## config.mk

```make
export PLATFORM = sky130hd
export DESIGN_NAME = mlu_regs
export DESIGN_NICKNAME = d
export VERILOG_FILES = /design/src/rtl/mlu_pkg.sv /design/src/rtl/mlu_regs.sv
export SDC_FILE = /design/constraint.sdc
export NUM_CORES = 1
export LEC_CHECK = 0
export BUFFER_PORTS_ARGS = -buffer_cell sky130_fd_sc_hd__clkbuf_2
export CAP_MARGIN = 0
export CORE_MARGIN = 2
export CORE_UTILIZATION = 27
export CTS_BUF_LIST = sky130_fd_sc_hd__clkbuf_8
export DETAILED_ROUTE_END_ITERATION = 12
export REMOVE_ABC_BUFFERS = 1
export SYNTH_ARGS = -nofsm -noshare
export SYNTH_HDL_FRONTEND = slang
export SYNTH_SLANG_ARGS = --single-unit
```

## constraint.sdc

```tcl
create_clock -name clk_i -period 2.4 [get_ports clk_i]
set_input_delay 0.48 -clock clk_i [delete_from_list [all_inputs] [get_ports clk_i]]
set_output_delay 0.48 -clock clk_i [all_outputs]
set_load 0.05 [all_outputs]
```

## src/rtl/mlu_pkg.sv

```systemverilog
// ----------------------------------------------------------------------------
// Momentum/LARS update package
// Shared constants, register map, configuration struct and helper functions.
// ----------------------------------------------------------------------------
package mlu_pkg;

  // Field and datapath widths.
  localparam int ValueWidth = 32;
  localparam int CoeffWidth = 32;
  localparam int SumWidth   = 64;
  localparam int RateWidth  = 48;
  localparam int ProdWidth  = 2 * (ValueWidth + 1);
  localparam int AddrWidth  = 5;

  // Action codes carried in tuser. The last code is unused and is dropped.
  localparam logic [1:0] ActAccum  = 2'd0;
  localparam logic [1:0] ActFinish = 2'd1;
  localparam logic [1:0] ActUpdate = 2'd2;
  localparam logic [1:0] ActUnused = 2'd3;

  // Register indexes (byte address divided by four).
  localparam logic [2:0] RegLearnRate = 3'd0;
  localparam logic [2:0] RegMomentum  = 3'd1;
  localparam logic [2:0] RegNesterov  = 3'd2;
  localparam logic [2:0] RegLars      = 3'd3;
  localparam logic [2:0] RegTrust     = 3'd4;
  localparam logic [2:0] RegDecay     = 3'd5;

  // Reset values of the LARS coefficients (about 0.001 and 0.0005).
  localparam logic [CoeffWidth-1:0] TrustReset = 32'd4294967;
  localparam logic [CoeffWidth-1:0] DecayReset = 32'd2147484;

  // Configuration seen by the datapath.
  typedef struct packed {
    logic [CoeffWidth-1:0] learn_rate;
    logic [CoeffWidth-1:0] momentum_coeff;
    logic                  nesterov_on;
    logic                  lars_on;
    logic [CoeffWidth-1:0] trust_ratio;
    logic [CoeffWidth-1:0] decay_coeff;
  } cfg_t;

  // Saturate a wide signed value to the signed value range.
  function automatic logic [ValueWidth-1:0] sat_value(input logic [ProdWidth-1:0] x);
    logic [ValueWidth-1:0] res;
    if (x[ProdWidth-1:ValueWidth-1] == '0 || x[ProdWidth-1:ValueWidth-1] == '1) begin
      res = x[ValueWidth-1:0];
    end else if (x[ProdWidth-1]) begin
      res = {1'b1, {(ValueWidth-1){1'b0}}};
    end else begin
      res = {1'b0, {(ValueWidth-1){1'b1}}};
    end
    return res;
  endfunction

  // Unsigned add that sticks at all ones.
  function automatic logic [SumWidth-1:0] add_sat64(input logic [SumWidth-1:0] a,
                                                    input logic [SumWidth-1:0] b);
    logic [SumWidth:0] s;
    s = {1'b0, a} + {1'b0, b};
    return s[SumWidth] ? '1 : s[SumWidth-1:0];
  endfunction

endpackage

```

## src/rtl/mlu_regs.sv

```systemverilog
// ----------------------------------------------------------------------------
// Configuration registers
// APB register file holding the rates and mode bits of the update block.
// ----------------------------------------------------------------------------
module mlu_regs (
  input  logic                         clk_i,
  input  logic                         rst_ni,
  input  logic                         psel,
  input  logic                         penable,
  input  logic                         pwrite,
  input  logic [mlu_pkg::AddrWidth-1:0] paddr,
  input  logic [31:0]                  pwdata,
  output logic [31:0]                  prdata,
  output logic                         pready,
  output mlu_pkg::cfg_t                cfg_o
);

  mlu_pkg::cfg_t cfg_q;
  logic [2:0]    idx;
  logic          wr_en;

  assign idx    = paddr[4:2];
  assign wr_en  = psel && penable && pwrite;
  assign pready = 1'b1;

  // Register writes.
  always_ff @(posedge clk_i or negedge rst_ni) begin
    if (!rst_ni) begin
      cfg_q.learn_rate     <= '0;
      cfg_q.momentum_coeff <= '0;
      cfg_q.nesterov_on    <= 1'b0;
      cfg_q.lars_on        <= 1'b0;
      cfg_q.trust_ratio    <= mlu_pkg::TrustReset;
      cfg_q.decay_coeff    <= mlu_pkg::DecayReset;
    end else if (wr_en) begin
      unique case (idx)
        mlu_pkg::RegLearnRate: cfg_q.learn_rate     <= pwdata;
        mlu_pkg::RegMomentum:  cfg_q.momentum_coeff <= pwdata;
        mlu_pkg::RegNesterov:  cfg_q.nesterov_on    <= pwdata[0];
        mlu_pkg::RegLars:      cfg_q.lars_on        <= pwdata[0];
        mlu_pkg::RegTrust:     cfg_q.trust_ratio    <= pwdata;
        mlu_pkg::RegDecay:     cfg_q.decay_coeff    <= pwdata;
        default: ;
      endcase
    end
  end

  // Read decoder.
  always_comb begin
    unique case (idx)
      mlu_pkg::RegLearnRate: prdata = cfg_q.learn_rate;
      mlu_pkg::RegMomentum:  prdata = cfg_q.momentum_coeff;
      mlu_pkg::RegNesterov:  prdata = {31'd0, cfg_q.nesterov_on};
      mlu_pkg::RegLars:      prdata = {31'd0, cfg_q.lars_on};
      mlu_pkg::RegTrust:     prdata = cfg_q.trust_ratio;
      mlu_pkg::RegDecay:     prdata = cfg_q.decay_coeff;
      default:               prdata = '0;
    endcase
  end

  assign cfg_o = cfg_q;

endmodule

```

==> summary.json <==
{
  "worst_r2r_startpoint": {"value": "cfg_o[55]"},
  "floorplan_row_count": {"value": 54},
  "worst_setup_hold_path_clk_slew": {"value": 0.08, "unit": "ns"},
  "worst_setup_path_end_kind": {"value": "output pin"},
  "drt_iter0_markers": {"value": 124},
  "fp.coreArea": {"value": 21800, "unit": "sq um"},
  "regToRegEndpoint": {"value": "cfg_o[55]"},
  "die_w": {"value": 153, "unit": "microns"},
  "cp_cell_sequence": {"value": "clkbuf_2 -> buf_12 -> mux4_2 -> nor2b_1 -> clkbuf_2"},
  "ys_seq_area_frac": {"value": 0.545},
  "initial_antenna_violation_count": {"value": 0},
  "syn_avg_cell_area": {"value": 16.6, "unit": "sq um"},
  "power.share.combinational": {"value": 0.411},
  "cts_tree": {"value": "done"},
  "synth.ff_latch_count": {"value": 130},
  "p_per_area": {"value": 1020, "unit": "nW/um^2"},
  "synth_top_cell_area_share": {"value": 0.466},
  "fin_crit_sh": {"value": 0.939},
  "io_pins": {"value": 205},
  "yosysWarningCount": {"value": 0},
  "timing.hold.ws": {"value": 0.162, "unit": "ns"},
  "cell_count_after_placement": {"value": 832},
  "root_buffer": {"value": "sky130_fd_sc_hd__clkbuf_8"},
  "max_freq": {"value": 444, "unit": "MHz"},
  "critical_path_class": {"value": "in2out"},
  "drc_errors": {"value": 0},
  "fillerInstances": {"value": 2129},
  "worst_tran_pin_value": {"value": 0.699, "unit": "ns"},
  "pint": {"value": 4450, "unit": "uW"},
  "synth_cell_type_count": {"value": 20},
  "route.antenna.remaining_nets": {"value": 0},
  "setup.reg_to_reg.worst_slack": {"value": 1.60, "unit": "ns"},
  "numCtsBuffers": {"value": 17},
  "setup_viol": {"value": 0},
  "p_leak": {"value": 0.00384, "unit": "uW"},
  "run_status": {"value": "finished clean"},
  "timing.max_slew.rel_slack": {"value": 0.534},
  "initial_core_util": {"value": 0.276},
  "fin_crit": {"value": 2.25, "unit": "ns"},
  "post_layout_nonfiller_instances": {"value": 863},
  "r2r_cells": {"value": 1},
  "slew_violations": {"value": 0},
  "cts_sinks": {"value": 130},
  "routed_via_density": {"value": 4.59},
  "clock_insertion_delay_worst_skew": {"value": 0.42, "unit": "ns"},
  "synth.top_cells.by_area": {"value": "sky130_fd_sc_hd__dfrtp_1 47%, sky130_fd_sc_hd__mux2_2 19%, sky130_fd_sc_hd__mux4_2 12%"},
  "via_count_of_the_first_global_routing_pass": {"value": 4301},
  "design.final.nets": {"value": 613},
  "crit_arrival": {"value": 1.77, "unit": "ns"},
  "gp_routability_congestion": {"value": 0.717},
  "drv_cap": {"value": 0},
  "detail_route.wirelength": {"value": 15.7, "unit": "mm"},
  "net-switching-power": {"value": 3530, "unit": "uW"},
  "track_usage": {"value": 0.137},
  "cts.hold.buffers_added": {"value": 0},
  "path_max_fanout": {"value": 16},
  "setup-tns-final": {"value": 0, "unit": "ns"},
  "critical_path.most_common_cell": {"value": "sky130_fd_sc_hd__clkbuf_2"},
  "global_route.overflow_total": {"value": 0},
  "worst-endpoint-required": {"value": 1.92, "unit": "ns"},
  "postCtsResizedCells": {"value": 0},
  "dr.pass1.iters": {"value": 4},
  "mostFrequentLayoutCell": {"value": "sky130_fd_sc_hd__clkbuf_2"},
  "dpl.hpwl": {"value": 10.8, "unit": "mm"},
  "post-cts-setup-buffers": {"value": 0},
  "layout.cells.most_common_list": {"value": "200 x sky130_fd_sc_hd__clkbuf_2, 112 x sky130_fd_sc_hd__dfrtp_1, 99 x sky130_fd_sc_hd__mux2_2"},
  "power.ir.vdd_worst": {"value": 0.494, "unit": "mV"},
  "die_height": {"value": 153, "unit": "microns"},
  "proportion_of_layout_cells_with_a_drive_suffix_above_1": {"value": 0.734},
  "avgRoutedWirePerCell": {"value": 18.2, "unit": "microns"},
  "start_kind": {"value": "input port"},
  "p_seq_frac": {"value": 0.377},
  "largest_reg_flops": {"value": 130},
  "area_growth_syn_to_layout": {"value": 29.7, "unit": "%"},
  "place.port_buffers": {"value": 201},
  "multi_input_combinational_cell_area": {"value": 2610, "unit": "sq um"},
  "grt_first_pass_wirelength": {"value": 25.0, "unit": "mm"},
  "design.die.area": {"value": 23500, "unit": "sq um"},
  "switching_share": {"value": 0.442},
  "finalClockSkew": {"value": 0, "unit": "ns"},
  "critPathSlowestCell": {"value": "sky130_fd_sc_hd__mux4_2"},
  "pwr-share-clk": {"value": 0.212},
  "regArea": {"value": 3280, "unit": "sq um"},
  "cell_type_contributing_the_most_total_cell_area_after_synthesis": {"value": "sky130_fd_sc_hd__dfrtp_1"},
  "hold_viol_final": {"value": 0},
  "syn-instance-count": {"value": 363},
  "max_incr_delay_on_cp": {"value": 0.52, "unit": "ns"},
  "vias": {"value": 3958},
  "timing.hold.worst.class": {"value": "in2async"},
  "unrepaired_setup_endpoints_after_global_routing": {"value": "false"},
  "netlist_area": {"value": 6010, "unit": "sq um"},
  "grt_max_degree": {"value": 131},
  "cts-root-to-sink-buffers": {"value": 2},
  "h_tree_depth_reported_by_cts": {"value": 4},
  "antenna-diode-count": {"value": 0}
}
==> final cells by class <==
class                           instances  area share
Sequential cell                       130       0.420
Multi-Input combinational cell        207       0.335
Timing Repair Buffer                  215       0.156
Tap cell                              280      0.0449
Clock buffer                           18      0.0318
Clock inverter                         13      0.0125
==> worst max-delay path, delay by kind of cell <==
| family | cells | cell delay [ns] |
|---|---|---|
| and+or+nand+nor | 1 | 0.16 |
| buffers and inverters | 3 | 0.59 |
| muxes | 1 | 0.52 |
==> power groups by stage <==
| stage | combinational, uW | sequential [uW] | clock, uW |
|---|---|---|---|
| floorplan | 982 | 4500 | 0 |
| global placement | 3270 | 3010 | 0 |
| detailed placement | 3310 | 3050 | 0 |
| CTS | 3310 | 3010 | 1770 |
| global route | 3410 | 3070 | 1870 |
| finish | 3280 | 3010 | 1690 |
==> synth_stat cells <==
cell type,number
sky130_fd_sc_hd__dfrtp_1,112
sky130_fd_sc_hd__or3_1,1
sky130_fd_sc_hd__nand2b_1,3
sky130_fd_sc_hd__buf_4,1
sky130_fd_sc_hd__buf_6,4
sky130_fd_sc_hd__nand4b_4,1
sky130_fd_sc_hd__buf_2,13
sky130_fd_sc_hd__nor2b_1,31
sky130_fd_sc_hd__mux2i_1,1
sky130_fd_sc_hd__o21ai_0,1
sky130_fd_sc_hd__nand4_1,1
sky130_fd_sc_hd__mux2_1,1
sky130_fd_sc_hd__nor3_2,1
sky130_fd_sc_hd__dfstp_2,18
sky130_fd_sc_hd__nor2_1,4
sky130_fd_sc_hd__mux2_4,30
sky130_fd_sc_hd__conb_1,1
sky130_fd_sc_hd__mux2_2,99
sky130_fd_sc_hd__mux4_2,32
sky130_fd_sc_hd__clkbuf_1,8
==> metal layers <==
layer,vias to the layer above,GRT usage,part of all wire
li1,1745,-,-
met1,2083,0.165,0.41
met2,114,0.239,0.53
met3,16,0.0357,0.046
met4,0,0.0406,0.014
met5,-,0,0
==> worst max path at each step <==
stage / start / end / slack, ns
after floorplan: paddr[3] / cfg_o[0] / -0.15
after global placement: paddr[2] / prdata[0] / 0.14
after detailed placement: paddr[2] / prdata[6] / 0.13
after CTS: paddr[2] / prdata[2] / 0.13
after global routing: paddr[2] / prdata[22] / 0.09
final: paddr[2] / prdata[2] / 0.15
==> metrics by stage <==
stage | util | power (uW) | worst slack [ns] | area (sq um)
2_1_floorplan | - | 5480 | -0.150 | 5870
3_3_place_gp | 0.341 | 6280 | 0.136 | 7450
3_5_place_dp | 0.341 | 6350 | 0.131 | 7450
4_1_cts | 0.357 | 8090 | 0.131 | 7800
5_1_grt | 0.357 | 8350 | 0.0870 | 7800
6_report | 0.357 | 7970 | 0.145 | 7800
==> kinds of logic (layout without fill, tap and decap cells) <==
logic type             after synthesis  in the layout  share of synthesized area
buffers and inverters               26            246                     0.0246
other                                1              1                   0.000624
AND/OR/NAND/NOR                     42             42                     0.0456
flip-flops                         130            130                      0.545
multiplexers                       163            163                      0.384
AO/OA/AOI/OAI                        1              1                   0.000831
Power figures use the tool's default switching activity.
