[config.mk]
export PLATFORM = sky130hd
export DESIGN_NAME = mlu_sqrt
export DESIGN_NICKNAME = d
export VERILOG_FILES = /design/src/rtl/mlu_sqrt.sv
export SDC_FILE = /design/constraint.sdc
export NUM_CORES = 1
export LEC_CHECK = 0
export BUFFER_PORTS_ARGS = -buffer_cell sky130_fd_sc_hd__buf_4
export CELL_PAD_IN_SITES_DETAIL_PLACEMENT = 1
export CELL_PAD_IN_SITES_GLOBAL_PLACEMENT = 2
export CORE_MARGIN = 3
export CORE_UTILIZATION = 40
export CTS_CLUSTER_SIZE = 40
export DETAILED_ROUTE_END_ITERATION = 12
export GPL_ROUTABILITY_DRIVEN = 0
export PLACE_DENSITY = 0.92
export REMOVE_ABC_BUFFERS = 1
export SLEW_MARGIN = 20
export SYNTH_ARGS = -nofsm -noshare
export SYNTH_HDL_FRONTEND = slang
export SYNTH_SLANG_ARGS = --single-unit
[constraint.sdc]
create_clock -name clk_i -period 8.7 [get_ports clk_i]
set_clock_uncertainty 0.2 [all_clocks]
set_input_delay 2.175 -clock clk_i [delete_from_list [all_inputs] [get_ports clk_i]]
set_output_delay 2.175 -clock clk_i [all_outputs]
set_load 0.01 [all_outputs]
[src/rtl/mlu_sqrt.sv]
// ----------------------------------------------------------------------------
// Iterative integer square root
// Floor square root of a 64-bit radicand, two radicand bits per cycle.
// ----------------------------------------------------------------------------
module mlu_sqrt (
  input  logic        clk_i,
  input  logic        rst_ni,
  input  logic        start_i,
  input  logic [63:0] radicand_i,
  output logic        done_o,
  output logic [31:0] root_o
);

  localparam int Steps = 32;
  localparam int CntWidth = $clog2(Steps);

  logic                busy_q;
  logic                done_q;
  logic [CntWidth-1:0] cnt_q;
  logic [63:0]         rad_q;
  logic [34:0]         rem_q;
  logic [31:0]         root_q;
  logic [34:0]         rem_sh;
  logic [34:0]         trial;
  logic                ge;

  // One digit step: bring down two bits and try the next root bit.
  assign rem_sh = {rem_q[32:0], rad_q[63:62]};
  assign trial  = {1'b0, root_q, 2'b01};
  assign ge     = (rem_sh >= trial);

  // Control state.
  always_ff @(posedge clk_i or negedge rst_ni) begin
    if (!rst_ni) begin
      busy_q <= 1'b0;
      done_q <= 1'b0;
      cnt_q  <= '0;
    end else begin
      done_q <= 1'b0;
      if (start_i) begin
        busy_q <= 1'b1;
        cnt_q  <= '0;
      end else if (busy_q) begin
        cnt_q <= cnt_q + 1'b1;
        if (cnt_q == CntWidth'(Steps - 1)) begin
          busy_q <= 1'b0;
          done_q <= 1'b1;
        end
      end
    end
  end

  // Datapath.
  always_ff @(posedge clk_i) begin
    if (start_i) begin
      rad_q  <= radicand_i;
      rem_q  <= '0;
      root_q <= '0;
    end else if (busy_q) begin
      rad_q  <= {rad_q[61:0], 2'b00};
      rem_q  <= ge ? (rem_sh - trial) : rem_sh;
      root_q <= {root_q[30:0], ge};
    end
  end

  assign done_o = done_q;
  assign root_o = root_q;

endmodule

==> metrics, run 1 <==
first-pass GRT wire length=around 31000 um; Synth Warn #=0; Max Slew Vio Count=0; Final Total Pwr=between 2 and 3 mW; Power Dens Cells=327 nW/um^2; WL final=19000 um; Ant. Diodes=0; Syn Inst Count=732; DIE AREA=approximately 21000 um^2; Worst Hold Class=register to register; EDFF count, synth=64; r2r startpoint=root_o[26]; Iter 0 DRT Violations=~290; worst endpoint data arrival time=4030 ps; post-synthesis adder-cell area fraction=a little under 6%; Area Overhead vs Synth=19.3%; CTS tree=yes; Netlist Area Pre-Place=about 7600 um^2; grt ovf=0; Startpoint Class=input pin; drt via density=5.51; pin count of the biggest net entering global routing=86; Tmin final=about 4100 ps; P_sw=1.19 mW; Nets=between 900 and 1k; Synth cell types=61; unrepaired setup endpoints after global routing=no; compound-gate portion of the synthesized area=14.3%; Die W=between 100 and 150 um; clock root buffer=clkbuf_16; Std-Cell Rows=a little under 50; endpoints failing setup=0; initial antenna violation count=0; Resize count post-CTS=0; register area share after synthesis=between 40% and 50%; vias in the first global route=6158; WHS Path Cells=2; power share of the clock group=24.1%; Final Hold Slack=300 ps; R2R depth=10; post-synthesis mux area share=between 10% and 20%; syn_area_per_cell=10.3 um^2; Clock Sinks=136; Slew HR=between 20 and 30%; static leakage=4.07 nW; CTS Buf Count=17; CTS hold repair buffers=0; final number of hold-violating endpoints=0; Switching Share=40.2%; total global-route track usage=around a fifth; XOR/XNOR Fraction of Synth Area=under 10%; internal power=~1.8 mW; ys async rst share=approximately 5.1%; setup_tns=0 ps; later-pin clock latency in the skew report=between 400 and 500 ps; status=completed; Antenna Nets Post-Route=0; Slew @ Worst Pin=between 1000 and 1500 ps; Peak VDD IR=about 0.18 mV; Max-Cap Viols=0; first drt pass iteration count=5; Post-DP HPWL=between 10000 and 15000 um; Seq pwr share=between 20% and 30%; non-filler cells, final=1054; Yosys reg bits=136; HP Start=rem_q[8]; WL/cell=about 18 um; buffers added on ports=a little under 100; clock buffer depth=2; die outline height=144 um; htree depth=4; Vias=~5.8k; Initial Util=41.4%; Combinational Power Share=between 40% and 50%; layout cell share with drive strength beyond 1=approximately 25%; largest family of logic cells by synthesized area=multiplexers; crit path launch=start_i; CP endpoint kind=register; dominant synthesized flop cell=dfxtp_1; Core Box Area=between 15000 and 20000 um^2; dpl cells=roughly 1k; Finished Core Util=49.4%; CP Class=input pin to register; period utilization=between 40 and 50%; worst-path maximum fanout=between 70 and 80; Critical Path RT=8680 ps; Clk pin slew, worst setup/hold paths=approximately 70 ps; Max Clock Freq=between 200 and 250 MHz; # DRC=0; setup repair bufs after CTS=0; io pins=100; Simple-Gate Fraction of Synth Area=a little under an eighth
## area by class of cell
| cell class | instances | area [um^2] |
|---|---|---|
| fillers | 2004 | 9240 |
| well taps | 229 | 287 |
| multi-input cells | 514 | 3840 |
| flip-flops and latches | 136 | 3400 |
| clock buffers | 17 | 425 |
| repair buffers | 103 | 773 |
| inverters | 40 | 150 |
| clock inverters | 15 | 153 |
## placed cells by master (no fill, tap or decap), drive strengths merged, types with 4 or more instances in the layout
| cell type | instances |
|---|---|
| nand2 | 45 |
| a21oi | 23 |
| clkbuf | 17 |
| a311oi | 13 |
| and3 | 9 |
| xor2 | 11 |
| dfrtp | 7 |
| or2 | 4 |
| nand2b | 4 |
| a21o | 31 |
| nand3 | 8 |
| mux2 | 62 |
| o21ai | 15 |
| clkinv | 4 |
| nor2 | 87 |
| a211oi | 24 |
| xnor2 | 15 |
| nor3 | 10 |
| and2 | 4 |
| edfxtp | 64 |
| nor2b | 4 |
| dfxtp | 65 |
| a221o | 4 |
| inv | 50 |
| nand4 | 4 |
| buf | 103 |
| mux2i | 49 |
| a31oi | 5 |
| ha | 36 |
## state kept, by name, summed over array words and instances, names as in the netlist
register	flops
busy_q	1
cnt_q	5
done_o	1
rad_q	64
rem_q	33
root_o	32
## cell families (layout without fill, tap and decap cells)
| logic type | Yosys count | in the layout |
|---|---|---|
| multiplexers | 111 | 111 |
| flip-flops | 136 | 136 |
| XOR/XNOR | 26 | 26 |
| buffers and inverters | 82 | 175 |
| adder cells (fa/ha/maj) | 36 | 36 |
| AND/OR/NAND/NOR | 194 | 194 |
| AO/OA/AOI/OAI | 147 | 147 |
## cell usage after synthesis (all sizes together) (3+ instances only)
cell type	count	share of area [%]
nor2	87	4.3
dfxtp	65	17
edfxtp	64	25
mux2	62	9.2
mux2i	49	6.5
nand2	45	2.2
inv	40	2.0
ha	36	6.0
a21o	31	3.1
clkbuf	28	1.4
a211oi	24	2.4
a21oi	23	1.6
o21ai	15	0.99
xnor2	15	1.7
buf	14	1.0
a311oi	13	1.5
xor2	11	1.3
nor3	10	0.66
and3	9	0.74
nand3	8	0.53
dfrtp	7	2.3
a31oi	5	0.41
a221o	4	0.53
and2	4	0.33
nand2b	4	0.33
nand4	4	0.33
nor2b	4	0.33
or2	4	0.33
a211o	3	0.35
a221oi	3	0.35
nor3b	3	0.30
o2111ai	3	0.35
o21a	3	0.30
o21bai	3	0.30
o31ai	3	0.30
or3	3	0.25
## stage by stage
step                worst slack [ps]  area, um^2
global placement                4260        8450
CTS                             4660        9030
detailed placement              4200        8450
global route                    4540        9030
floorplan                       4680        7380
finish                          4650        9030
## power by group through the flow
stage          registers (mW)  logic [mW]  clock network [mW]
2_1_floorplan           0.822        1.04                   0
3_3_place_gp            0.837        1.33                   0
3_5_place_dp            0.842        1.38                   0
4_1_cts                 0.830        1.41               0.729
5_1_grt                 0.843        1.55               0.761
6_report                0.830        1.41               0.712
## metal layers
metal  track usage (%)  wire length [um]  up-vias
li1                  -                 -     2834
met1              24.1              8460     2803
met2              30.6              8930      146
met3              6.89              1390       23
met4              5.75               251        0
met5                 0                 0        -
## worst max-delay path: stages
cell and delay, ps:
buf_4 520, buf_4 780, mux2_2 420
## final timing paths
kind	slack (ps)	to
worst max register to register	4820	rem_q[19]
min in group asynchronous	1350	cnt_q[2]
max in group asynchronous	6810	busy_q
worst max-delay path	4650	rad_q[2]
worst min-delay path	300	rem_q[10]
worst min register to register	300	rem_q[10]
(Power assumes the default switching activity.)
==> inputs of run 2 (changes only) <==
--- a/config.mk
+++ b/config.mk
@@ -5,15 +5,16 @@
 export SDC_FILE = /design/constraint.sdc
 export NUM_CORES = 1
 export LEC_CHECK = 0
+export ABC_AREA = 1
 export BUFFER_PORTS_ARGS = -buffer_cell sky130_fd_sc_hd__buf_4
 export CELL_PAD_IN_SITES_DETAIL_PLACEMENT = 1
 export CELL_PAD_IN_SITES_GLOBAL_PLACEMENT = 2
 export CORE_MARGIN = 3
-export CORE_UTILIZATION = 40
+export CORE_UTILIZATION = 30
 export CTS_CLUSTER_SIZE = 40
 export DETAILED_ROUTE_END_ITERATION = 12
 export GPL_ROUTABILITY_DRIVEN = 0
-export PLACE_DENSITY = 0.92
+export PLACE_DENSITY = 0.84
 export REMOVE_ABC_BUFFERS = 1
 export SLEW_MARGIN = 20
 export SYNTH_ARGS = -nofsm -noshare
==> constraint.sdc (replaced) <==
create_clock -name clk_i -period 3.4 [get_ports clk_i]
set_clock_uncertainty 0.2 [all_clocks]
set_input_delay 0.85 -clock clk_i [delete_from_list [all_inputs] [get_ports clk_i]]
set_output_delay 0.85 -clock clk_i [all_outputs]
set_load 0.01 [all_outputs]
==> run 2 against run 1 <==
  * Hold slack got worse by 40 ps
  * Sequential cell count did not move
  * Sequential share of layout area fell by 2.8 points
  * Sequential power rose to 2.6 times the previous value
  * Clock-buffer cell count did not move
  * Largest power group unchanged
  * Total power rose to 2.9 times the previous value
  * Die area rose by 40%
==> metrics, run 2 <==
Ant. Diodes=0 (unchanged); Die W=170 um (+18%); Power Dens Cells=887 nW/um^2 (+170%); layout cell share with drive strength beyond 1=13.5% (-12 points); htree depth=4 (unchanged); CP max stage delay=400 ps (-380 ps); Area contributors post-synth=edfxtp_1, nand2_1, dfxtp_1; Nets=1343 (+47%); Critical Path RT=3520 ps (-5160 ps); Startpoint Class=register; total global-route track usage=17.5% (-1.5 points); buffers added on ports=99 (unchanged); endpoints failing setup=0 (unchanged); Antenna Nets Post-Route=0 (unchanged); first drt pass iteration count=5 (unchanged); later-pin clock latency in the skew report=430 ps (about the same); worst-path maximum fanout=43 (-44%); die outline height=170 um (+18%); most frequent cell on the critical path=nand2_1; most frequent cells in the layout=nand2_1, inv_1, buf_4; DIE AREA=28800 um^2 (+40%); family with the most delay on the worst path=simple AND/OR/NAND/NOR gates; io pins=100 (unchanged); final setup margin=488 ps (-4160 ps); largest area contributor in the synthesized netlist=edfxtp_1; commonest non-fill, non-tap cell in the layout=nand2_1; R2R depth=14 (+4); initial antenna violation count=0 (unchanged); CP max stage cell=ha_1; Max Slew Vio Count=0 (unchanged); first-pass GRT wire length=40400 um (+29%); Max-Cap Viols=0 (unchanged); drt via density=4.68 (-15%); Clock Sinks=136 (unchanged); Worst Hold Class=register to register; vias in the first global route=7815 (+27%); Slew HR=65.3% (+36 points); register area share after synthesis=42.2% (-2.7 points); Syn Inst Count=1145 (+56%); max reg flops=64 (unchanged); cell breakdown of the critical path=inv_1 > ha_1 > a21oi_1 > nand2_1 > nand2_1 > nand2_1 > nand2_1 > nand2_2 > nor2_8 > nand2_8 > nand2_2 > nand2_1 > nand2_1 > nand2_1; WL/cell=15.4 um (-14%); ys async rst share=5.15% (unchanged); status=completed; # DRC=0 (unchanged); Finished Core Util=37.1% (-12 points); Netlist Area Pre-Place=8050 um^2 (+6.4%); unrepaired setup endpoints after global routing=no; Final Hold Slack=259 ps (-40.4 ps); WP buf/inv=1 (-1); clock root buffer=clkbuf_16; Synth Warn #=0 (unchanged); pin count of the biggest net entering global routing=54 (-37%); Post-synth top cells=nand2_1, inv_1, nand3_1; pre-CTS setup slack=499 ps (-3700 ps); final number of hold-violating endpoints=0 (unchanged); Vias=7425 (+28%); CTS tree=yes; Max Clock Freq=around 340 MHz; Area Overhead vs Synth=20.9%; grt ovf=0 (unchanged); clock buffer depth=2 (unchanged); dpl cell area=9140 um^2 (+8.2%); Initial Util=30.7% (-11 points); post-synth top area share=23.9% (-1.5 points); worst endpoint data arrival time=3030 ps (-1000 ps); top-count cell post-synth=nand2_1; Tmin final=2910 ps; CTS Buf Count=17 (unchanged); Peak VDD IR=0.318 mV (+77%); WHS Path Cells=2 (unchanged); Core Box Area=26200 um^2 (+43%); Iter 0 DRT Violations=349 (+22%); CP endpoint kind=register; Yosys reg bits=136 (unchanged); WL final=24500 um (+29%); CP Depth=14 (+11); period utilization=85.7%; CP Class=register to register; EDFF count, synth=64 (unchanged); FILL cells=3262 (+63%); Clk pin slew, worst setup/hold paths=70 ps (about the same); Post-DP HPWL=18600 um (+41%); Biggest register=rad_q; Std-Cell Rows=59 (+20%); dominant synthesized flop cell=dfxtp_1; Design Area, Final=9730 um^2 (+7.8%); Slew @ Worst Pin=521 ps (-542 ps); Synth cell types=35 (-43%); static leakage=4.98 nW (+22%); syn_area_per_cell=7.03 um^2 (-32%)
run 2: cell types whose count changed after synthesis, moves of 24 or more:
cell	delta
nand2_1	+459
inv_1	+116
nand3_1	+64
mux2_2	-62
mux2i_1	-49
nor2_1	-36
a21o_1	-30
o22ai_1	+29
a211oi_1	-24
run 2: routing by layer:
| layer | wire, um | GRT usage [%] | part of all wire, % | vias to the layer above |
|---|---|---|---|---|
| met5 | 0 | 0 | 0 | - |
| met2 | 11600 | 29.7 | 47 | 126 |
| met4 | 396 | 4.73 | 1.6 | 0 |
| met3 | 1380 | 4.79 | 5.6 | 22 |
| met1 | 11100 | 22.1 | 45 | 3471 |
| li1 | - | - | - | 3806 |
run 2: area by class of cell:
type                            instances  area (um^2)  share of cell area [%]
Clock inverter                         15          153                    1.57
Clock buffer                           17          425                    4.37
Timing Repair Buffer                  109          833                    8.56
Multi-Input combinational cell        815         3900                    40.0
Inverter                              161          607                    6.24
Tap cell                              335          419                    4.31
Sequential cell                       136         3400                    34.9
run 2: what timing repair did:
item,in CTS,in global routing
hold buffers,1,0
endpoints found under the hold margin,5,0
gates resized for setup,0,0
buffers inserted,0,0
run 2: logic make-up (layout without fill, tap and decap cells):
family,Yosys count,count (layout),synth area share (%)
xor+xnor,15,15,1.63
buf+inv,194,302,9.46
fa+ha+maj,36,36,5.59
simple gates,680,680,35.0
compound gates,84,84,6.08
flops,136,136,42.2
run 2: path summary, 6_finish.rpt:
path | from | to | slack [ps]
max | root_o[20] | rem_q[31] | 490
max reg2reg | root_o[20] | rem_q[31] | 490
max in group asynchronous | rst_ni | cnt_q[4] | 2300
min | rem_q[31] | rem_q[31] | 260
min reg2reg | rem_q[31] | rem_q[31] | 260
min in group asynchronous | rst_ni | cnt_q[3] | 560
run 2: power breakdown:
part / internal (mW) / switching, mW
clock: 0.977 / 0.856
sequential: 1.98 / 0.164
combinational: 1.56 / 3.09
total: 4.51 / 4.11
run 2: stage by stage:
stage / std cells / total power [mW] / setup TNS [ps]
5_1_grt: 1588 / 9.48 / 0
6_report: 1588 / 8.63 / 0
3_3_place_gp: 1555 / 6.74 / 0
4_1_cts: 1588 / 8.71 / 0
3_5_place_dp: 1555 / 6.82 / 0
2_1_floorplan: 1112 / 5.49 / -70050
run 2: tightest hold or removal path: cells and delay by family (launching register included):
kind / cells / cell delay, ps
flip-flops: 1 / 310
AND/OR/NAND/NOR: 2 / 110
