<file path="config.mk">
export PLATFORM = sky130hd
export DESIGN_NAME = mlu_div
export DESIGN_NICKNAME = d
export VERILOG_FILES = /design/src/rtl/mlu_div.sv
export SDC_FILE = /design/constraint.sdc
export NUM_CORES = 1
export LEC_CHECK = 0
export BUFFER_PORTS_ARGS = -buffer_cell sky130_fd_sc_hd__buf_2
export CORE_MARGIN = 10
export CORE_UTILIZATION = 55
export CTS_CLUSTER_DIAMETER = 120
export DETAILED_ROUTE_END_ITERATION = 10
export GPL_TIMING_DRIVEN = 0
export HOLD_SLACK_MARGIN = 0.03
export PLACE_DENSITY = 0.83
export SYNTH_ARGS = -nofsm -noshare
export SYNTH_HDL_FRONTEND = slang
export SYNTH_SLANG_ARGS = --single-unit
</file>
<file path="constraint.sdc">
create_clock -name clk_i -period 4.3 [get_ports clk_i]
set_input_delay 0.43 -clock clk_i [delete_from_list [all_inputs] [get_ports clk_i]]
set_output_delay 0.43 -clock clk_i [all_outputs]
set_load 0.005 [all_outputs]
</file>
<file path="src/rtl/mlu_div.sv">
// ----------------------------------------------------------------------------
// Iterative divider
// Restoring division of a 64-bit dividend by a 33-bit divisor, one bit a cycle.
// ----------------------------------------------------------------------------
module mlu_div (
  input  logic        clk_i,
  input  logic        rst_ni,
  input  logic        start_i,
  input  logic [63:0] dividend_i,
  input  logic [32:0] divisor_i,
  output logic        done_o,
  output logic [63:0] quotient_o
);

  localparam int Steps = 64;
  localparam int CntWidth = $clog2(Steps);

  logic                busy_q;
  logic                done_q;
  logic [CntWidth-1:0] cnt_q;
  logic [63:0]         quo_q;
  logic [33:0]         rem_q;
  logic [32:0]         den_q;
  logic [33:0]         rem_sh;
  logic                ge;

  // Shift in the next dividend bit and try a subtract.
  assign rem_sh = {rem_q[32:0], quo_q[63]};
  assign ge     = (rem_sh >= {1'b0, den_q});

  // Control state.
  always_ff @(posedge clk_i or negedge rst_ni) begin
    if (!rst_ni) begin
      busy_q <= 1'b0;
      done_q <= 1'b0;
      cnt_q  <= '0;
    end else begin
      done_q <= 1'b0;
      if (start_i) begin
        busy_q <= 1'b1;
        cnt_q  <= '0;
      end else if (busy_q) begin
        cnt_q <= cnt_q + 1'b1;
        if (cnt_q == CntWidth'(Steps - 1)) begin
          busy_q <= 1'b0;
          done_q <= 1'b1;
        end
      end
    end
  end

  // Datapath.
  always_ff @(posedge clk_i) begin
    if (start_i) begin
      quo_q <= dividend_i;
      rem_q <= '0;
      den_q <= divisor_i;
    end else if (busy_q) begin
      rem_q <= ge ? (rem_sh - {1'b0, den_q}) : rem_sh;
      quo_q <= {quo_q[62:0], ge};
    end
  end

  assign done_o     = done_q;
  assign quotient_o = quo_q;

endmodule

</file>
==> metrics.txt, run 1 <==
outcome=finished, final reports clean; GRT Util Overall=between 20% and 30%; Pleak=about 3.9 nW; fin nets=roughly 980; maximum clock insertion buffer count=2; remaining antenna violation count=0; Setup TNS Final=0 ns; area delta synth->final=22.2%; Site Rows=42; Die Area=between 15000 and 20000 µm²; Die H=136 µm; Worst-Skew Late Latency=about 0.43 ns; Synth Instances=between 600 and 700; Hold Path Origin=divisor_i[22]; First DRT Iteration DRCs=424; first-pass GRT wire length=31.3 mm; clk_skew=between 0.008 and 0.009 ns; Synth warnings=0; port bufs=164; total CTS buffers=17; Mapped Area=7410 µm²; power after layout=3.42 mW; min-delay worst type=in2reg; WP data required=between 4 and 5 ns; Post-synth top flop=edfxtp_1; Startpoint Class=register; Worst Setup SP=quotient_o[63]; slew margin rel.=44.7%; I/O pin cnt=roughly 170; TritonCTS clock tree=yes; count of different cell masters after synthesis=63; Starting Density=56.0%; WP data arrival=around 4 ns; largest cells by area after synthesis=edfxtp_1 39%, mux2_2 9.7%, dfxtp_1 8.9%; clk slew on worst S/H paths=approximately 0.060 ns; Final period util=~87%; Max-cap violations=0; RSZ-0062 raised after global routing=no; share of the synthesized area in the top cell type=39.3%; Sink Count=138; WL final=~20 mm; Hold Vio Cnt, Final=0; Syn Area/Cell=about 11 µm²; share of cells above drive strength 1=roughly a third; largest net degree at the start of global routing=37; Die Width=about 140 µm; VDD IR-drop max=around 0.42 mV; slowest cell on the critical path=edfxtp_1; fin crit period=between 3 and 4 ns; H-tree depth=4; Synth area leader=edfxtp_1; vias=between 5k and 6k; WS Path Type=reg2reg; setup bufs post-CTS=0; async set or reset register ratio after synthesis=approximately 5.8%; flip-flop and latch count after synthesis=around 140; GR Overflow Total=0; Worst path most repeated cell=inv_1; CP max stage delay=between 0.4 and 0.5 ns; Final Setup Violations=0; PwrDens=approximately 380 nW/µm²; worst slew pin tran=0.830 ns; syn_nets=798; worst-path fanout max=10; Core Footprint=13200 µm²; Post-CTS Hold Buffers=1; crit end category=register; CP cell instances=inv_1 > ha_1 > inv_1 > fa_1 > a21o_1 > a221o_1 > a22o_2 > o211ai_1 > a21oi_1 > or3_1 > clkbuf_1 > buf_6 > buf_4 > mux2_2; worst r2r src=quotient_o[63]; Placer Congestion=roughly 0.96; Post-synth EDFFs=between 90 and 100; Routed WL per cell=about 19 µm; First-pass DRT Iterations=5; Seq/Total Area, Yosys=between 50% and 60%; PostCTS Resize Cnt=0; Residual DRC=0; Slew Limit Fails=0; number of antenna violations at the first check in global routing=0; number of global-route vias before repair=slightly above 6k; Fmax achieved=~270 MHz; root buf cell=clkbuf_16; Vias/cell=5.65; DP HPWL=about 15 mm
[cell usage in the layout (no fill, tap or decap), drive strengths merged, types with 9 or more instances in the layout]
master / count
buf: 176
edfxtp: 97
mux2: 65
nand2: 54
nor2: 52
inv: 41
clkbuf: 37
a21oi: 35
o21ai: 35
ha: 34
dfxtp: 33
mux2i: 23
a211oi: 21
xnor2: 17
xor2: 16
a21o: 11
nand3: 9
[cell type report]
cell class                 instances  area [µm²]
fill                             978        4190
sequential                       138        3770
multi-input combinational        458        3370
timing repair buffer             166         851
clock buffer                      18         429
tap                              176         220
clock inverter                    14         145
inverter                          37         139
buffer                            30         126
antenna                            1        2.50
[worst max-delay path, delay by kind of cell, from the launching register on]
family,cells,cell delay (ns)
and+or+nand+nor,1,0.31
DFF,1,0.43
buffers and inverters,5,0.68
adders and majority gates,2,0.57
AOI/OAI and AO/OA,5,1.23
muxes,1,0.27
[flip-flops by register name, summed over array words and instances (netlist names)]
| signal | count |
|---|---|
| quotient_o | 64 |
| den_q | 33 |
| rem_q | 33 |
| cnt_q | 6 |
| busy_q | 1 |
| done_o | 1 |
[cell usage after synthesis, drive strengths merged (16+ instances only)]
cell     n
edfxtp  97
mux2    65
nand2   54
nor2    52
inv     37
a21oi   35
o21ai   35
ha      34
dfxtp   33
mux2i   23
a211oi  21
clkbuf  19
xnor2   17
xor2    16
[cell families after synthesis]
logic type	share of synthesized area, %
buf+inv	3.58
fa+ha+maj	6.01
flops	50.9
xor+xnor	3.90
compound gates	13.1
mux	13.0
simple gates	9.52
[power breakdown]
group / switching (mW) / internal (mW)
combinational: 0.201 / 0.193
sequential: 0.0497 / 1.53
clock: 0.593 / 0.856
[path summary, 6_finish.rpt]
| kind | to | slack, ns | cells past startpoint |
|---|---|---|---|
| worst max-delay path | quotient_o[0] | 0.58 | 14 |
| min in group asynchronous | cnt_q[5] | 0.38 | 2 |
| worst max register to register | quotient_o[0] | 0.58 | 14 |
| worst min-delay path | den_q[22] | 0.18 | 1 |
| max in group asynchronous | cnt_q[1] | 3.76 | 2 |
| worst min register to register | rem_q[13] | 0.47 | 2 |
[stage by stage]
stage | cell area (µm²) | hold slack, ns | std cells | setup slack (ns) | utilization (%)
finish | 9060 | 0.176 | 1038 | 0.575 | 68.4
global route | 9050 | 0.166 | 1037 | 0.463 | 68.4
CTS | 9050 | 0.164 | 1037 | 0.584 | 68.4
detailed placement | 8470 | 0.281 | 1004 | 0.604 | 64.0
global placement | 8450 | 0.278 | 1003 | 0.224 | 63.8
floorplan | 7410 | 0.134 | 663 | 1.01 | -
[metal layers]
layer  track usage (%)  up-vias  routed length [µm]
li1                  -     2832                   -
met1              24.6     2740                7870
met2              35.0      262                9300
met3              9.74       29                2140
met4              8.46        0                 446
met5                 0        -                   0
(Power assumes the default switching activity.)
==> inputs of run 2 (changes only) <==
--- a/config.mk
+++ b/config.mk
@@ -13,6 +13,7 @@
 export GPL_TIMING_DRIVEN = 0
 export HOLD_SLACK_MARGIN = 0.03
 export PLACE_DENSITY = 0.83
+export REMOVE_ABC_BUFFERS = 1
 export SYNTH_ARGS = -nofsm -noshare
 export SYNTH_HDL_FRONTEND = slang
 export SYNTH_SLANG_ARGS = --single-unit
==> run 2 against run 1 <==
  * Critical path depth shrank 1
  * Global-route usage shrank 2.0 points
  * Via count shrank 3.4%
  * Die area is the same
  * Wire length shrank 9.2%
  * Clock power shrank 5%
  * Core utilization shrank 0.65 points
  * Sequential share of layout area grew 0.41 points
  * Cell area shrank 0.95%
  * Critical endpoint is now rem_q[0]
  * Highest routed layer is now met5
==> metrics.txt, run 2 (same netlist as run 1, synthesis figures left out) <==
outcome=finished, final reports clean; WP data required=4.64 ns (+0.16 ns); vias=5665 (-3.4%); First-pass DRT Iterations=5 (unchanged); Die Width=136 µm (unchanged); clk slew on worst S/H paths=0.07 ns (about the same); DP HPWL=13.3 mm (-11%); Final Setup Violations=0 (unchanged); GR Overflow Total=0 (unchanged); Startpoint Class=register; Residual DRC=0 (unchanged); final instance area=8970 µm² (-0.95%); share of cells above drive strength 1=33.4% (+1.4 points); WP data arrival=4.15 ns (+0.25 ns); root buf cell=clkbuf_16; Pleak=3.83 nW (-1.1%); maximum clock insertion buffer count=2 (unchanged); first-pass GRT wire length=29.1 mm (-7.0%); worst slew pin tran=0.976 ns (+0.146 ns); crit end category=register; PostCTS Resize Cnt=0 (unchanged); remaining antenna violation count=0 (unchanged); H-tree depth=4 (unchanged); worst-path fanout max=28 (+18); VDD IR-drop max=0.324 mV (-23%); Core Footprint=13200 µm² (unchanged); Sink Count=138 (unchanged); worst hold margin=0.179 ns (+0.00279 ns); placed cell areas=8400 µm² (-0.83%); Max-cap violations=0 (unchanged); final std cells w/o fill=1011 (-2.6%); most frequent cells in the layout=163 x buf_2, 97 x edfxtp_1, 64 x mux2_2, 54 x nand2_1, 51 x nor2_1; Post-CTS Hold Buffers=1 (unchanged); Fmax achieved=263 MHz (-2.1%); min-delay worst type=in2reg; largest net degree at the start of global routing=78 (+110%); First DRT Iteration DRCs=404 (-4.7%); area delta synth->final=21.1%; final core utilization=67.7% (-0.65 points); Die Area=18500 µm² (unchanged); grt met2 use=32.0% (-3.1 points); WS Path Type=reg2reg; power after layout=3.34 mW (-2.5%); RSZ-0062 raised after global routing=no; Fillers=1012 (+3.5%); number of antenna violations at the first check in global routing=1 (+1); total CTS buffers=17 (unchanged); slew margin rel.=34.9% (-9.8 points); GRT Util Overall=19.7% (-2.0 points); I/O pin cnt=165 (unchanged); placed cells=976 (-2.8%); TritonCTS clock tree=yes; Starting Density=56.0% (unchanged); met3 Usage GRT=10.5% (+0.74 points); fin crit period=3.80 ns (+0.0790 ns); max FFs per register=64 (unchanged); Routed WL per cell=17.7 µm (-6.8%); grt peak-use layer=met2; Placer Congestion=0.951 (-0.88%); commonest non-fill, non-tap cell in the layout=buf_2; Hold Vio Cnt, Final=0 (unchanged); grt met1 use=22.4% (-2.2 points); PwrDens=372 nW/µm² (-1.6%); number of global-route vias before repair=5795 (-5.0%); Vias/cell=5.60 (-0.80%); Slew Limit Fails=0 (unchanged); WL final=17.9 mm (-9.2%); clk_skew=0.0104 ns (+0.00193 ns); port bufs=164 (unchanged); Final period util=88.5% (+1.8 points); Site Rows=42 (unchanged); fin nets=955 (-2.8%); Worst-Skew Late Latency=0.42 ns (about the same); setup bufs post-CTS=0 (unchanged); Die H=136 µm (unchanged)
==> run 2: cell types whose count changed in the layout (fill, tap and decap cells not counted), moves of 2 or more <==
cell,previous run,this run
clkinvlp_4,0,2
clkinv_2,3,1
buf_2,166,163
buf_1,7,0
clkbuf_1,20,0
bufinv_16,2,0
inv_4,0,2
inv_8,0,3
==> run 2: power by group <==
part	internal [mW]	switching (mW)	leakage [nW]	total, mW
registers	1.53	0.0462	1.37	1.58
clock network	0.758	0.617	0.272	1.38
logic	0.194	0.192	2.18	0.386
==> run 2: area by class of cell <==
class,instances,area (µm²),share of cell area [%]
clock buffers,17,425,4.74
diodes,2,5.00,0.0558
repair buffers,168,905,10.1
flip-flops and latches,138,3770,42.1
clock inverters,15,128,1.42
multi-input cells,458,3370,37.6
well taps,176,220,2.45
inverters,37,139,1.55
==> run 2: layer usage <==
layer  share of wire, %  vias to the layer above
li1                   -                     2784
met1                 40                     2654
met2                 47                      205
met3                 11                       20
met4                1.3                        2
met5              0.039                        -
==> run 2: worst max-delay path, cell delays in order, from the launching register on <==
cell      delay, ns
edfxtp_1       0.44
inv_1          0.10
ha_1           0.16
inv_1          0.05
fa_1           0.40
a21o_1         0.23
a221o_1        0.35
a22o_2         0.25
o211ai_1       0.23
a21oi_1        0.10
or3_2          0.61
buf_12         0.25
mux2_1         0.34
a211oi_2       0.20
==> run 2: worst paths after layout <==
| kind | slack (ns) | end | from | cells past startpoint |
|---|---|---|---|---|
| max | 0.50 | rem_q[0] | quotient_o[63] | 13 |
| min | 0.18 | den_q[20] | divisor_i[20] | 1 |
| max reg2reg | 0.50 | rem_q[0] | quotient_o[63] | 13 |
| min reg2reg | 0.48 | rem_q[13] | rem_q[13] | 2 |
| max in group asynchronous | 3.74 | busy_q | rst_ni | 2 |
| min in group asynchronous | 0.38 | done_o | rst_ni | 2 |
==> run 2: metrics by stage <==
| stage | worst slack (ns) | setup TNS [ns] |
|---|---|---|
| 3_5_place_dp | 0.530 | 0 |
| 5_1_grt | 0.339 | 0 |
| 2_1_floorplan | 0.602 | 0 |
| 4_1_cts | 0.513 | 0 |
| 3_3_place_gp | -1.85 | -118.06 |
| 6_report | 0.496 | 0 |
==> inputs of run 3 (changes only) <==
--- a/config.mk
+++ b/config.mk
@@ -6,6 +6,8 @@
 export NUM_CORES = 1
 export LEC_CHECK = 0
 export BUFFER_PORTS_ARGS = -buffer_cell sky130_fd_sc_hd__buf_2
+export CAP_MARGIN = 15
+export CORE_ASPECT_RATIO = 1.75
 export CORE_MARGIN = 10
 export CORE_UTILIZATION = 55
 export CTS_CLUSTER_DIAMETER = 120
==> constraint.sdc (replaced) <==
create_clock -name clk_i -period 3.5 [get_ports clk_i]
set_input_delay 0.35 -clock clk_i [delete_from_list [all_inputs] [get_ports clk_i]]
set_output_delay 0.35 -clock clk_i [all_outputs]
set_load 0.005 [all_outputs]
==> run 3 against run 2 <==
  * Wire length grew 7.1%
  * Cell count grew 0.20%
  * Critical path depth shrank 1
  * Hold slack lost 0.086 ns
  * Register-to-register slack lost 0.38 ns
  * Non-clock buffer count grew 5
  * Core utilization grew 0.36 points
  * Count of clock-buffer cells in the layout is the same
  * Combinational power grew 24%
  * Sequential share of layout area shrank 0.44 points
  * Setup slack lost 0.38 ns
  * Cell area grew 1.1%
  * Largest power group unchanged
  * Highest routed layer is now met4
==> metrics.txt, run 3 (same netlist as run 1, synthesis figures left out) <==
Residual DRC=0 (unchanged); Startpoint Class=register; worst hold margin=0.0927 ns (-0.0863 ns); worst slew pin tran=0.589 ns (-0.387 ns); Setup TNS Final=0 ns (unchanged); number of global-route vias before repair=6304 (+8.8%); Hold Vio Cnt, Final=0 (unchanged); WP data arrival=3.68 ns (-0.47 ns); placed cells=976 (unchanged); root buf cell=clkbuf_16; Final period util=96.6% (+8.1 points); Vias/cell=5.70 (+1.8%); max FFs per register=64 (unchanged); fin crit period=3.38 ns (-0.424 ns); remaining antenna violation count=0 (unchanged); First-pass DRT Iterations=4 (-1); clk slew on worst S/H paths=0.07 ns (about the same); Register-to-Register Path Depth=12 (-1); Hold Path Origin=divisor_i[12]; Core Footprint=13300 µm² (+0.53%); PwrDens=466 nW/µm² (+25%); share of cells above drive strength 1=33.4% (+0.040 points); WP data required=3.80 ns (-0.84 ns); placed cell areas=8430 µm² (+0.30%); number of antenna violations at the first check in global routing=1 (unchanged); First DRT Iteration DRCs=315 (-22%); Site Rows=56 (+33%); grt met2 use=36.8% (+4.9 points); H-tree depth=4 (unchanged); total CTS buffers=17 (unchanged); commonest non-fill, non-tap cell in the layout=buf_2; Starting Density=55.7% (-0.29 points); Worst-Skew Late Latency=0.43 ns (about the same); fin nets=960 (+0.52%); slew margin rel.=60.7% (+26 points); TritonCTS clock tree=yes; hold depth=1 (unchanged); DP Worst Slack=-0.242 ns (-0.772 ns); final std cells w/o fill=1013 (+0.20%); Sink Count=138 (unchanged); worst flop-to-flop path endpoint=rem_q[32]; final instance area=9070 µm² (+1.1%); maximum clock insertion buffer count=2 (unchanged); worst-path fanout max=4 (-86%); Die Area=18700 µm² (+0.99%); VDD IR-drop max=0.413 mV (+27%); area delta synth->final=22.4%; Worst Setup SP=quotient_o[63]; worst r2r src=quotient_o[63]; Placer Congestion=0.918 (-3.5%); grt met1 use=20.0% (-2.5 points); Pleak=3.88 nW (+1.3%); Die H=174 µm (+28%); clk_skew=0.0119 ns (+0.00143 ns); first-pass GRT wire length=30.8 mm (+5.6%); most frequent cells in the layout=163 x buf_2, 97 x edfxtp_1, 64 x mux2_2, 54 x nand2_1, 52 x nor2_1; Max-cap violations=0 (unchanged); RSZ-0062 raised after global routing=no; met3 Usage GRT=8.15% (-2.3 points); vias=5777 (+2.0%); crit end category=register; WS Path Type=reg2reg; Routed WL per cell=19.0 µm (+6.9%); port bufs=164 (unchanged); setup ws final=0.120 ns (-0.376 ns); min-delay worst type=in2reg; I/O pin cnt=165 (unchanged); DP HPWL=14.1 mm (+6.2%); r2r setup slk=0.12 ns (-0.38 ns); outcome=finished, final reports clean; GR Overflow Total=0 (unchanged); WL final=19.2 mm (+7.1%); GRT Util Overall=20.6% (+0.89 points); WHS Endpoint=den_q[12]; Slew Limit Fails=0 (unchanged); Final Setup Violations=0 (unchanged); largest net degree at the start of global routing=100 (+28%); Fmax achieved=296 MHz (+13%); grt peak-use layer=met2; Die Width=108 µm (-21%)
==> run 3: timing repair <==
item                                    4_1_cts  5_1_grt
pin swaps                                     1        4
endpoints found under the setup margin       21       11
setup buffers                                 1        1
resized for setup                             1        0
cloned                                        0        1
hold buffers                                  1        0
hold endpoints to repair                      8        0
==> run 3: how the worst max path moves through the flow <==
stage,endpoint
after global routing,rem_q[0]
after detailed placement,rem_q[0]
after CTS,rem_q[0]
final,rem_q[32]
after floorplan,rem_q[0]
after global placement,quotient_o[40]
==> run 3: worst max-delay path, cell delays in order, from the launching register on <==
cell and delay (ns):
edfxtp_1 0.38, inv_1 0.08, ha_1 0.17, inv_1 0.06, fa_1 0.39, a21o_1 0.21
a221o_1 0.34, a22o_2 0.26, or4_4 0.55, and2_4 0.17, or4_1 0.46, nand4_1 0.12
o21ai_1 0.07
==> run 3: stage by stage <==
stage | power [mW] | util (%)
2_1_floorplan | 2.21 | -
3_3_place_gp | 2.43 | 62.5
3_5_place_dp | 2.45 | 63.3
4_1_cts | 4.24 | 67.8
5_1_grt | 4.37 | 68.1
6_report | 4.22 | 68.1
==> run 3: area by class of cell <==
class | count | area (µm²)
fillers | 1001 | 4250
clock inverters | 15 | 159
multi-input cells | 458 | 3380
repair buffers | 173 | 972
inverters | 37 | 139
diodes | 1 | 2.50
well taps | 174 | 218
clock buffers | 17 | 425
flip-flops and latches | 138 | 3770
==> run 3: metal layers <==
layer	part of all wire (%)	vias to the layer above
li1	-	2782
met1	34	2738
met2	54	211
met3	8.4	46
met4	3.0	0
met5	0	-
==> run 3: report_power, final <==
| part | internal (mW) | leakage, nW | switching [mW] |
|---|---|---|---|
| sequential | 1.88 | 1.37 | 0.0577 |
| clock | 1.01 | 0.284 | 0.796 |
| combinational | 0.239 | 2.22 | 0.241 |
| total | 3.13 | 3.88 | 1.09 |
